===== src/mcp0exc_pkg.sv =====
// Shared types, operation codes, vector addresses and cause priority table
// for the coprocessor 0 exception unit. No dependencies.
package mcp0exc_pkg;

   localparam int PcWidth = 32;
   localparam int ReqDataWidth = 64;
   localparam int RspDataWidth = 120;

   localparam logic [PcWidth-1:0] VecBootGeneral = 32'hBFC0_0380;
   localparam logic [PcWidth-1:0] VecGeneral     = 32'h8000_0180;
   localparam logic [PcWidth-1:0] VecReset       = 32'hBFC0_0000;
   localparam logic [PcWidth-1:0] InsnBytes      = 32'd4;
   localparam logic [4:0]         CodeInt        = 5'd0;

   typedef enum logic [2:0] {
      OP_SET_IRQ      = 3'd0,
      OP_CLEAR_IRQ    = 3'd1,
      OP_RAISE        = 3'd2,
      OP_RESET        = 3'd3,
      OP_PROCESS      = 3'd4,
      OP_WRITE_STATUS = 3'd5
   } op_type;

   typedef struct packed {
      op_type               operation;
      logic [7:0]           irq_mask;
      logic [4:0]           exc_code;
      logic [1:0]           cop_unit;
      logic [PcWidth-1:0]   current_pc;
      logic                 in_delay_slot;
      logic                 new_ie;
      logic [7:0]           new_im;
      logic                 new_exl;
      logic                 new_erl;
      logic                 new_bev;
   } req_item_type;

   typedef struct packed {
      logic                 redirect;
      logic [PcWidth-1:0]   next_pc;
      logic [PcWidth-1:0]   epc_out;
      logic [PcWidth-1:0]   error_epc_out;
      logic                 branch_delay;
      logic [4:0]           exc_code_out;
      logic [1:0]           coproc_out;
      logic [7:0]           ip_out;
      logic                 exl_out;
      logic                 erl_out;
      logic                 bev_out;
   } rsp_item_type;

   // smaller number is more urgent; reserved codes are least urgent
   function automatic logic [6:0] cause_prio(input logic [4:0] code);
      logic [6:0] prio;
      case (code)
         5'd0:    prio = 7'd31;
         5'd1:    prio = 7'd27;
         5'd2:    prio = 7'd26;
         5'd3:    prio = 7'd25;
         5'd4:    prio = 7'd24;
         5'd5:    prio = 7'd23;
         5'd6:    prio = 7'd21;
         5'd7:    prio = 7'd30;
         5'd8,
         5'd9,
         5'd10,
         5'd11,
         5'd12,
         5'd13,
         5'd15:   prio = 7'd22;
         5'd14:   prio = 7'd20;
         5'd23:   prio = 7'd28;
         5'd31:   prio = 7'd29;
         default: prio = 7'd99;
      endcase
      return prio;
   endfunction

endpackage


===== src/mcp0exc_core.sv =====
// Architectural state of the exception unit and the single-pass update for
// one request. Depends on mcp0exc_pkg.
module mcp0exc_core (
   input  logic                        clock,
   input  logic                        reset,
   input  logic                        step,
   input  mcp0exc_pkg::req_item_type   item,
   output mcp0exc_pkg::rsp_item_type   result
);

   logic [7:0]  pending_ip_ff, pending_ip_in;
   logic [4:0]  cause_code_ff, cause_code_in;
   logic [1:0]  cause_coproc_ff, cause_coproc_in;
   logic        cause_bd_ff, cause_bd_in;
   logic [mcp0exc_pkg::PcWidth-1:0] epc_ff, epc_in;
   logic [mcp0exc_pkg::PcWidth-1:0] error_epc_ff, error_epc_in;
   logic        exc_pending_ff, exc_pending_in;
   logic        ie_ff, ie_in;
   logic [7:0]  im_ff, im_in;
   logic        exl_ff, exl_in;
   logic        erl_ff, erl_in;
   logic        bev_ff, bev_in;
   logic        redirect;
   logic [mcp0exc_pkg::PcWidth-1:0] target;
   logic        irq_taken;
   logic        raise_ok;

   assign irq_taken = ie_ff && ((pending_ip_ff & im_ff) != 8'd0) && !exl_ff && !erl_ff;
   assign raise_ok  = !exl_ff && !erl_ff &&
                      (mcp0exc_pkg::cause_prio(item.exc_code) <=
                       mcp0exc_pkg::cause_prio(cause_code_ff));

   always_comb begin
      pending_ip_in   = pending_ip_ff;
      cause_code_in   = cause_code_ff;
      cause_coproc_in = cause_coproc_ff;
      cause_bd_in     = cause_bd_ff;
      epc_in          = epc_ff;
      error_epc_in    = error_epc_ff;
      exc_pending_in  = exc_pending_ff;
      ie_in           = ie_ff;
      im_in           = im_ff;
      exl_in          = exl_ff;
      erl_in          = erl_ff;
      bev_in          = bev_ff;
      redirect        = 1'b0;
      target          = '0;
      case (item.operation)
         mcp0exc_pkg::OP_SET_IRQ: begin
            pending_ip_in = pending_ip_ff | item.irq_mask;
         end
         mcp0exc_pkg::OP_CLEAR_IRQ: begin
            pending_ip_in = pending_ip_ff & ~item.irq_mask;
         end
         mcp0exc_pkg::OP_RAISE: begin
            if (raise_ok) begin
               cause_code_in   = item.exc_code;
               cause_coproc_in = item.cop_unit;
               exc_pending_in  = 1'b1;
            end
         end
         mcp0exc_pkg::OP_RESET: begin
            bev_in       = 1'b1;
            erl_in       = 1'b1;
            error_epc_in = item.current_pc;
            redirect     = 1'b1;
            target       = mcp0exc_pkg::VecReset;
         end
         mcp0exc_pkg::OP_PROCESS: begin
            if (exc_pending_ff || irq_taken) begin
               if (exc_pending_ff) begin
                  exc_pending_in = 1'b0;
               end else begin
                  cause_code_in = mcp0exc_pkg::CodeInt;
               end
               cause_bd_in = item.in_delay_slot;
               epc_in      = item.in_delay_slot ?
                             item.current_pc - mcp0exc_pkg::InsnBytes : item.current_pc;
               exl_in      = 1'b1;
               redirect    = 1'b1;
               target      = bev_ff ? mcp0exc_pkg::VecBootGeneral
                                    : mcp0exc_pkg::VecGeneral;
            end
         end
         mcp0exc_pkg::OP_WRITE_STATUS: begin
            ie_in  = item.new_ie;
            im_in  = item.new_im;
            exl_in = item.new_exl;
            erl_in = item.new_erl;
            bev_in = item.new_bev;
         end
         default: begin
         end
      endcase
   end

   always_comb begin
      result.redirect      = redirect;
      result.next_pc       = target;
      result.epc_out       = epc_in;
      result.error_epc_out = error_epc_in;
      result.branch_delay  = cause_bd_in;
      result.exc_code_out  = cause_code_in;
      result.coproc_out    = cause_coproc_in;
      result.ip_out        = pending_ip_in;
      result.exl_out       = exl_in;
      result.erl_out       = erl_in;
      result.bev_out       = bev_in;
   end

   always_ff @(posedge clock) begin
      if (reset) begin
         pending_ip_ff   <= '0;
         cause_code_ff   <= mcp0exc_pkg::CodeInt;
         cause_coproc_ff <= '0;
         cause_bd_ff     <= 1'b0;
         epc_ff          <= '0;
         error_epc_ff    <= '0;
         exc_pending_ff  <= 1'b0;
         ie_ff           <= 1'b0;
         im_ff           <= '0;
         exl_ff          <= 1'b0;
         erl_ff          <= 1'b1;
         bev_ff          <= 1'b1;
      end else if (step) begin
         pending_ip_ff   <= pending_ip_in;
         cause_code_ff   <= cause_code_in;
         cause_coproc_ff <= cause_coproc_in;
         cause_bd_ff     <= cause_bd_in;
         epc_ff          <= epc_in;
         error_epc_ff    <= error_epc_in;
         exc_pending_ff  <= exc_pending_in;
         ie_ff           <= ie_in;
         im_ff           <= im_in;
         exl_ff          <= exl_in;
         erl_ff          <= erl_in;
         bev_ff          <= bev_in;
      end
   end

endmodule


===== src/mips_cp0_exception_unit.sv =====
// Top level of the coprocessor 0 exception unit: request register, state core
// and response register. Depends on mcp0exc_pkg and mcp0exc_core.
//
// Each request on the req_ channel is one event: set or clear pending
// interrupt bits, raise an exception, apply a CPU reset, process (take an
// exception now if one is due) or write the status bits. The operation
// code travels in req_tuser, all other fields in req_tdata.
// Every request yields exactly one response on the rsp_ channel. rsp_tuser
// carries the redirect flag, rsp_tdata the vector address and the state of
// EPC, ErrorEPC, cause and status after the update.
// A request accepted on the req_ channel lands in the request register; its
// result is captured in the response register and shown as a valid response.
// Throughput: one request per cycle while rsp_tready is high; the state
// update for a request is one pass of logic, so the next may follow at once.
// When the receiver holds rsp_tready low the response holds, one further
// request waits in the request register, and req_tready drops after that.
// Reset (synchronous, active high) empties both registers and sets the
// state to its power-on values: BEV and ERL set, everything else zero.
module mips_cp0_exception_unit (
   input  logic         clock,
   input  logic         reset,
   input  logic         req_tvalid,
   output logic         req_tready,
   // irq_mask[7:0], exc_code[12:8], cop_unit[14:13], current_pc[46:15],
   // in_delay_slot[47], new_ie[48], new_im[56:49], new_exl[57], new_erl[58],
   // new_bev[59], zero[63:60]
   input  logic [mcp0exc_pkg::ReqDataWidth-1:0]  req_tdata,
   // operation[2:0]
   input  logic [2:0]   req_tuser,
   output logic         rsp_tvalid,
   input  logic         rsp_tready,
   // next_pc[31:0], epc_out[63:32], error_epc_out[95:64], branch_delay[96],
   // exc_code_out[101:97], coproc_out[103:102], ip_out[111:104], exl_out[112],
   // erl_out[113], bev_out[114], zero[119:115]
   output logic [mcp0exc_pkg::RspDataWidth-1:0] rsp_tdata,
   // redirect[0]
   output logic         rsp_tuser
);

   logic                       req_valid_ff, req_valid_in;
   mcp0exc_pkg::req_item_type  req_item_ff, req_item_in;
   logic                       rsp_valid_ff, rsp_valid_in;
   mcp0exc_pkg::rsp_item_type  rsp_item_ff;
   mcp0exc_pkg::rsp_item_type  result;
   logic                       out_free;
   logic                       advance;

   assign out_free   = !rsp_valid_ff || rsp_tready;
   assign advance    = req_valid_ff && out_free;
   assign req_tready = !req_valid_ff || out_free;

   always_comb begin
      req_item_in.operation     = mcp0exc_pkg::op_type'(req_tuser);
      req_item_in.irq_mask      = req_tdata[7:0];
      req_item_in.exc_code      = req_tdata[12:8];
      req_item_in.cop_unit      = req_tdata[14:13];
      req_item_in.current_pc    = req_tdata[46:15];
      req_item_in.in_delay_slot = req_tdata[47];
      req_item_in.new_ie        = req_tdata[48];
      req_item_in.new_im        = req_tdata[56:49];
      req_item_in.new_exl       = req_tdata[57];
      req_item_in.new_erl       = req_tdata[58];
      req_item_in.new_bev       = req_tdata[59];
   end

   always_comb begin
      req_valid_in = req_valid_ff;
      if (req_tready) begin
         req_valid_in = req_tvalid;
      end
      rsp_valid_in = rsp_valid_ff;
      if (out_free) begin
         rsp_valid_in = req_valid_ff;
      end
   end

   mcp0exc_core u_core (
      .clock  (clock),
      .reset  (reset),
      .step   (advance),
      .item   (req_item_ff),
      .result (result)
   );

   always_ff @(posedge clock) begin
      if (reset) begin
         req_valid_ff <= 1'b0;
         rsp_valid_ff <= 1'b0;
      end else begin
         req_valid_ff <= req_valid_in;
         rsp_valid_ff <= rsp_valid_in;
      end
   end

   always_ff @(posedge clock) begin
      if (req_tready && req_tvalid) begin
         req_item_ff <= req_item_in;
      end
      if (advance) begin
         rsp_item_ff <= result;
      end
   end

   assign rsp_tvalid = rsp_valid_ff;
   assign rsp_tuser  = rsp_item_ff.redirect;
   assign rsp_tdata  = {5'd0,
                        rsp_item_ff.bev_out,
                        rsp_item_ff.erl_out,
                        rsp_item_ff.exl_out,
                        rsp_item_ff.ip_out,
                        rsp_item_ff.coproc_out,
                        rsp_item_ff.exc_code_out,
                        rsp_item_ff.branch_delay,
                        rsp_item_ff.error_epc_out,
                        rsp_item_ff.epc_out,
                        rsp_item_ff.next_pc};

   a_redirect_vector: assert property (@(posedge clock) disable iff (reset)
      rsp_tvalid && rsp_tuser |->
         rsp_item_ff.next_pc == mcp0exc_pkg::VecReset ||
         rsp_item_ff.next_pc == mcp0exc_pkg::VecGeneral ||
         rsp_item_ff.next_pc == mcp0exc_pkg::VecBootGeneral)
      else $error("redirect to an address that is no vector");

   a_no_redirect_zero: assert property (@(posedge clock) disable iff (reset)
      rsp_tvalid && !rsp_tuser |-> rsp_item_ff.next_pc == '0)
      else $error("next_pc nonzero without redirect");

   a_taken_sets_exl: assert property (@(posedge clock) disable iff (reset)
      rsp_tvalid && rsp_tuser && rsp_item_ff.next_pc != mcp0exc_pkg::VecReset |->
         rsp_item_ff.exl_out)
      else $error("exception taken without EXL set");

   a_reset_vector_state: assert property (@(posedge clock) disable iff (reset)
      rsp_tvalid && rsp_tuser && rsp_item_ff.next_pc == mcp0exc_pkg::VecReset |->
         rsp_item_ff.erl_out && rsp_item_ff.bev_out)
      else $error("reset vector without ERL and BEV");

   a_request_held: assert property (@(posedge clock) disable iff (reset)
      req_valid_ff && !out_free |=> req_valid_ff && $stable(req_item_ff))
      else $error("stalled request lost");

endmodule


===== config.mk =====
export PLATFORM = sky130hd
export DESIGN_NAME = mips_cp0_exception_unit
export DESIGN_NICKNAME = d
export VERILOG_FILES = /design/src/mcp0exc_pkg.sv /design/src/mcp0exc_core.sv /design/src/mips_cp0_exception_unit.sv
export SDC_FILE = /design/constraint.sdc
export NUM_CORES = 1
export LEC_CHECK = 0
export BUFFER_PORTS_ARGS = -buffer_cell sky130_fd_sc_hd__buf_2
export CORE_ASPECT_RATIO = 0.9
export CORE_MARGIN = 1
export CORE_UTILIZATION = 45
export DETAILED_ROUTE_END_ITERATION = 8
export PLACE_DENSITY = 0.67
export SLEW_MARGIN = 0
export SYNTH_ARGS = -nofsm -noshare
export SYNTH_HDL_FRONTEND = slang
export SYNTH_SLANG_ARGS = --single-unit

===== constraint.sdc =====
create_clock -name clock -period 12.1 [get_ports clock]
set_input_delay 2.42 -clock clock [delete_from_list [all_inputs] [get_ports clock]]
set_output_delay 2.42 -clock clock [all_outputs]
set_load 0.01 [all_outputs]

==> impl_metrics.ini, run 1 <==
[status]
status = finished, final reports clean

[routing]
drt_iter0_markers = 553
drcViolationCount = 0
via_per_inst = 5.14
routed_wl_um = 22400
ant_nets = 0
wire_per_inst_um = 16.1
vias = 7140
firstDrtPassIters = 5

[clock_tree]
cts_max_path_buffers = 3
cts_sinks = 257
cts_buffers = 27
post_cts_resize_count = 0
cts-root-buf = clkbuf_16
post-cts-setup-buffer-count = 0
clock_latency_ns = 0.54
htreeDepth = 1
cts_tree = done
clkSlewWorstSetupHoldPaths_ns = 0.06
hold_buffers = 0

[synth]
synth_area_per_cell_um2 = 11.7
yosys.area.top_type = edfxtp_1
synthDistinctLibCells = 74
ys_dominant_reg_cell = edfxtp_1
seq_area_frac_synth_pct = 62.2
ys_top_cells_by_area = edfxtp_1 42%, dfxtp_1 20%, mux2_2 5.5%
ys_warn_count = 0
netlist_area_um2 = 10700
yosys_register_bits = 257
synth_top_area_share_pct = 42.2
synth-async-reset-ratio_pct = 0
synth-edff-count = 150
syn_inst = 917

[setup_path]
crit_chain = buf_2, nor2b_1, nand2_1, buf_2
worst_r2r_path_depth = 12
startpoint_type = input port
worst-path-max-fanout = 5
r2r_slack_ns = 8.82
slowest_delay_ns = 0.31
worst_ep_required_time_ns = 9.68
worst_ep_arrival_time_ns = 3.14
cp.depth = 4
crit_slowest_cell = nor2b_1
path_class = input port to output port
timing.critical_path.buf_inv = 2
crit_family = simple AND/OR/NAND/NOR gates
cpMostUsedCell = buf_2
critPathCaptureType = output port

[die]
io_pins = 194
start_util_pct = 45.8
coreArea_um2 = 23300
fp-row-count = 53
die_h_um = 148
fp.dieArea_um2 = 24400
die-width_um = 164

[sta]
post-route-min-period_ns = 5.56
fin_crit_sh_pct = 45.9
clock.fmax_ghz = 0.180
hold_violations = 0
finalSetupViolations = 0
fin_ws_ns = 6.54
fin_tns_setup_ns = 0
slew_violations = 0
rsz0062_at_grt = false
finalClockSkew_ns = 0.0283
hold_ws_ns = 0.452
relSlewSlack_pct = 28.0
tightest_slew_ns = 1.08

[worst_hold_path]
hold_class = flop to flop
hp-start = u_core.epc_ff[9]
hold_end = u_core.epc_ff[9]
hold_path_depth = 2

[cells_and_area]
final_common_cell = buf_2
area_growth_pct = 17.0
drive_gt1_share_pct = 27.3
most-common-layout-cells = 163 x buf_2, 150 x edfxtp_1, 110 x nor2_1
diodes = 0
fin_nets = 1152
stdcell_area_um2 = 12500

[pwr]
ir_drop_v = 0.000128
p_leak_nw = 4.88
powerDensity_nw_per_um2 = 155

[grt]
grt_max_degree = 93
grt.overflow.total = 0
antenna_found_initial = 0
grt.total_usage_pct = 18.4
grt_pass1_vias = 6684
grt_pass1_wl_um = 35200

[placed_design]
place_ws_ns = 6.54
place_hpwl_um = 14000
placed_area_um2 = 11600
place.gp.congestion = 0.796
portBuffers = 164

[job]
max_cap_violations = 0
-- layout make-up --
type                       count  area, um^2
clock inverter                10        86.3
multi-input combinational    586        3630
inverter                      22        87.6
fill                        1989       10800
timing repair buffer         171         876
sequential                   257        6650
tap                          302         378
clock buffer                  40         797
-- synth_stat cells (5+ instances only) --
library cell,instances
mux2_2,52
a211oi_1,10
nor3_1,42
buf_4,34
xnor2_1,16
o21ai_0,25
mux2i_1,5
nand2_1,103
nor2_1,110
nand3_1,7
inv_1,18
ha_1,16
a22o_1,5
a22oi_1,5
edfxtp_1,150
nand2b_1,6
a31oi_1,8
a21oi_1,54
nand3b_1,5
clkbuf_1,35
dfxtp_1,107
xor2_1,13
-- worst max-delay path by stage --
stage,from,to,slack (ns)
finish,rsp_tready,req_tready,6.54
global route,rsp_tready,req_tready,6.44
CTS,rsp_tready,req_tready,6.54
detailed placement,rsp_tready,req_tready,6.54
global placement,rsp_tready,req_tready,6.56
floorplan,rsp_tready,rsp_tdata[100],5.91
-- sequential cells by signal, summed over array words and instances (netlist names), named ones only --
register                count
req_item_ff                63
req_valid_ff                1
rsp_tdata                  87
rsp_tvalid                  1
u_core.bev_ff               1
u_core.cause_bd_ff          1
u_core.cause_code_ff        5
u_core.cause_coproc_ff      2
u_core.epc_ff              32
u_core.erl_ff               1
u_core.error_epc_ff        32
u_core.exc_pending_ff       1
u_core.exl_ff               1
u_core.ie_ff                1
u_core.im_ff                8
u_core.pending_ip_ff        8
-- logic make-up after synthesis --
kind of cell | share of synthesized area [%]
buffers and inverters | 4.67
other | 0.0351
AO/OA/AOI/OAI | 8.52
adder cells (fa/ha/maj) | 1.87
AND/OR/NAND/NOR | 14.4
XOR/XNOR | 2.38
multiplexers | 5.95
flip-flops | 62.2
-- routing by layer --
| layer | global-route usage (%) | vias to the layer above | part of all wire [%] |
|---|---|---|---|
| met3 | 3.74 | 29 | 6.1 |
| met5 | 0 | - | 0 |
| met1 | 26.0 | 3402 | 47 |
| met4 | 4.13 | 0 | 1.7 |
| li1 | - | 3502 | - |
| met2 | 29.2 | 207 | 46 |
-- worst register-to-register path, cell delays in order (launching register included) --
cell,delay (ns)
dfxtp_1,0.31
inv_1,0.04
ha_1,0.29
and3_1,0.20
a21boi_0,0.14
o21ai_1,0.44
nand3b_1,0.19
a21o_1,0.27
o21ai_0,0.33
a21oi_1,0.17
ha_1,0.25
o311a_1,0.34
a211oi_2,0.22
-- through the flow --
step                instances  utilization, %  total power [mW]
CTS                      1388            53.6              1.96
global placement         1338            49.8              1.14
global route             1388            53.6              2.01
detailed placement       1338            49.8              1.15
finish                   1388            53.6              1.94
floorplan                 941               -              1.10
-- power by group --
group / switching (mW) / leakage (nW) / internal [mW]
sequential: 0.0242 / 2.32 / 0.970
clock: 0.330 / 0.434 / 0.479
combinational: 0.0813 / 2.12 / 0.0513
Note: power is estimated with default switching activity, not from simulation.
==> run 2, diff against run 1 <==
- PLACE_DENSITY: 0.67 -> 0.69
- clock period: 12.1 -> 4.9 ns (I/O delays scaled with it)
==> run 2 against run 1 <==
Net effect: via count is 0.88% higher; wire length is 0.40% lower; utilization is 0.43 points higher; largest cell class unchanged; largest power group unchanged.
==> impl_metrics.ini, run 2 (synthesized netlist as in run 1, its figures left out) <==
[routing]
routed_wl_um = 22300
drt_iter0_markers = 509
vias = 7203
via_per_inst = 5.18
firstDrtPassIters = 5
ant_nets = 0
drcViolationCount = 0
wire_per_inst_um = 16.1

[clock_tree]
post_cts_resize_count = 0
clkSlewWorstSetupHoldPaths_ns = 0.06
cts_max_path_buffers = 3
cts_sinks = 257
cts-root-buf = clkbuf_16
cts_tree = done
clock_latency_ns = 0.53
hold_buffers = 0
cts_buffers = 28
htreeDepth = 1
post-cts-setup-buffer-count = 0

[sta]
fin_crit_sh_pct = 66.4
finalClockSkew_ns = 0.00827
relSlewSlack_pct = 24.2
fin_ws_ns = 1.65
post-route-min-period_ns = 3.25
slew_violations = 0
rsz0062_at_grt = false
tightest_slew_ns = 1.14
fin_tns_setup_ns = 0
finalSetupViolations = 0
hold_violations = 0
clock.fmax_ghz = 0.307

[die]
start_util_pct = 45.8
fp.dieArea_um2 = 24400
io_pins = 194
die_h_um = 148
fp-row-count = 53
die-width_um = 164
coreArea_um2 = 23300

[cells_and_area]
final_util_pct = 54.0
regArea_um2 = 6650
stdcell_area_um2 = 12600
multi_input_area_um2 = 3630
area_growth_pct = 18.0
largest_reg_flops = 87
most-common-layout-cells = 163 x buf_2, 150 x edfxtp_1, 110 x nor2_1
fillCellCount = 2015
final_common_cell = buf_2
drive_gt1_share_pct = 27.7
diodes = 0
fin_nets = 1153

[grt]
top_usage_layer = met2
grt.total_usage_pct = 18.2
use_met2_pct = 29.0
grt_pass1_vias = 6771
grt_pass1_wl_um = 35100
grt_max_degree = 94
grt.overflow.total = 0
use_met3_pct = 3.74
antenna_found_initial = 0
use_met1_pct = 25.6

[placed_design]
place_ws_ns = 1.28
portBuffers = 164
place.gp.congestion = 0.779
placed_area_um2 = 11600
place_hpwl_um = 14100

[pwr]
powerDensity_nw_per_um2 = 397
power_mw = 5.00
p_leak_nw = 4.93
ir_drop_v = 0.000279

[setup_path]
worst_ep_required_time_ns = 5.35
critPathCaptureType = flop
worst-path-max-fanout = 6
startpoint_type = flop
worst_ep_arrival_time_ns = 3.70
path_class = flop to flop

[worst_hold_path]
hold_class = flop to flop

[status]
status = finished, final reports clean

[job]
max_cap_violations = 0
==> run 2: cell types whose count changed in the layout (fill, tap and decap cells not counted) <==
cell        change
clkinv_1        +1
bufinv_16       +4
inv_8           -1
inv_6           -1
clkinvlp_4      +1
clkinv_4        +1
clkbuf_1        -4
clkinv_2        +2
clkbuf_8        -1
==> run 2: final cells by class <==
cell class,instances,share of cell area (%)
Sequential cell,257,52.7
Multi-Input combinational cell,586,28.8
Timing Repair Buffer,171,6.95
Clock buffer,35,6.09
Tap cell,302,3.00
Clock inverter,17,1.72
Inverter,22,0.695
==> run 2: power breakdown <==
group	leakage, nW	internal [mW]	switching (mW)
logic	2.12	0.127	0.200
registers	2.32	2.40	0.0593
clock network	0.482	1.37	0.849
==> run 2: path summary, 6_finish.rpt <==
| path | from | slack (ns) | cells past startpoint | to |
|---|---|---|---|---|
| setup / recovery | flop | 1.65 | 12 | flop |
| hold / removal | u_core.epc_ff[4] | 0.45 | 2 | u_core.epc_ff[4] |
| setup reg to reg | flop | 1.65 | 12 | flop |
| hold reg to reg | u_core.epc_ff[4] | 0.45 | 2 | u_core.epc_ff[4] |
==> run 2: per-layer routing <==
layer  vias up  part of all wire, %
li1       3509                    -
met2       224                   46
met3        26                  6.3
met4         0                  1.7
met5         -                    0
met1      3444                   46
==> run 2: worst max-delay path, cell delays in order (launching register included) <==
cell	delay [ns]
dfxtp_1	0.31
inv_1	0.04
ha_1	0.29
and3_1	0.21
a21boi_0	0.14
o21ai_1	0.42
nand3b_1	0.19
a21o_1	0.27
o21ai_0	0.29
a21oi_1	0.17
ha_1	0.29
o311a_1	0.34
a211oi_2	0.22
==> run 2: stage by stage <==
step,cells,hold WS (ns)
after global routing,1390,0.479
after floorplan,941,0.434
after detailed placement,1338,0.445
after global placement,1338,0.439
after CTS,1390,0.453
final,1390,0.449
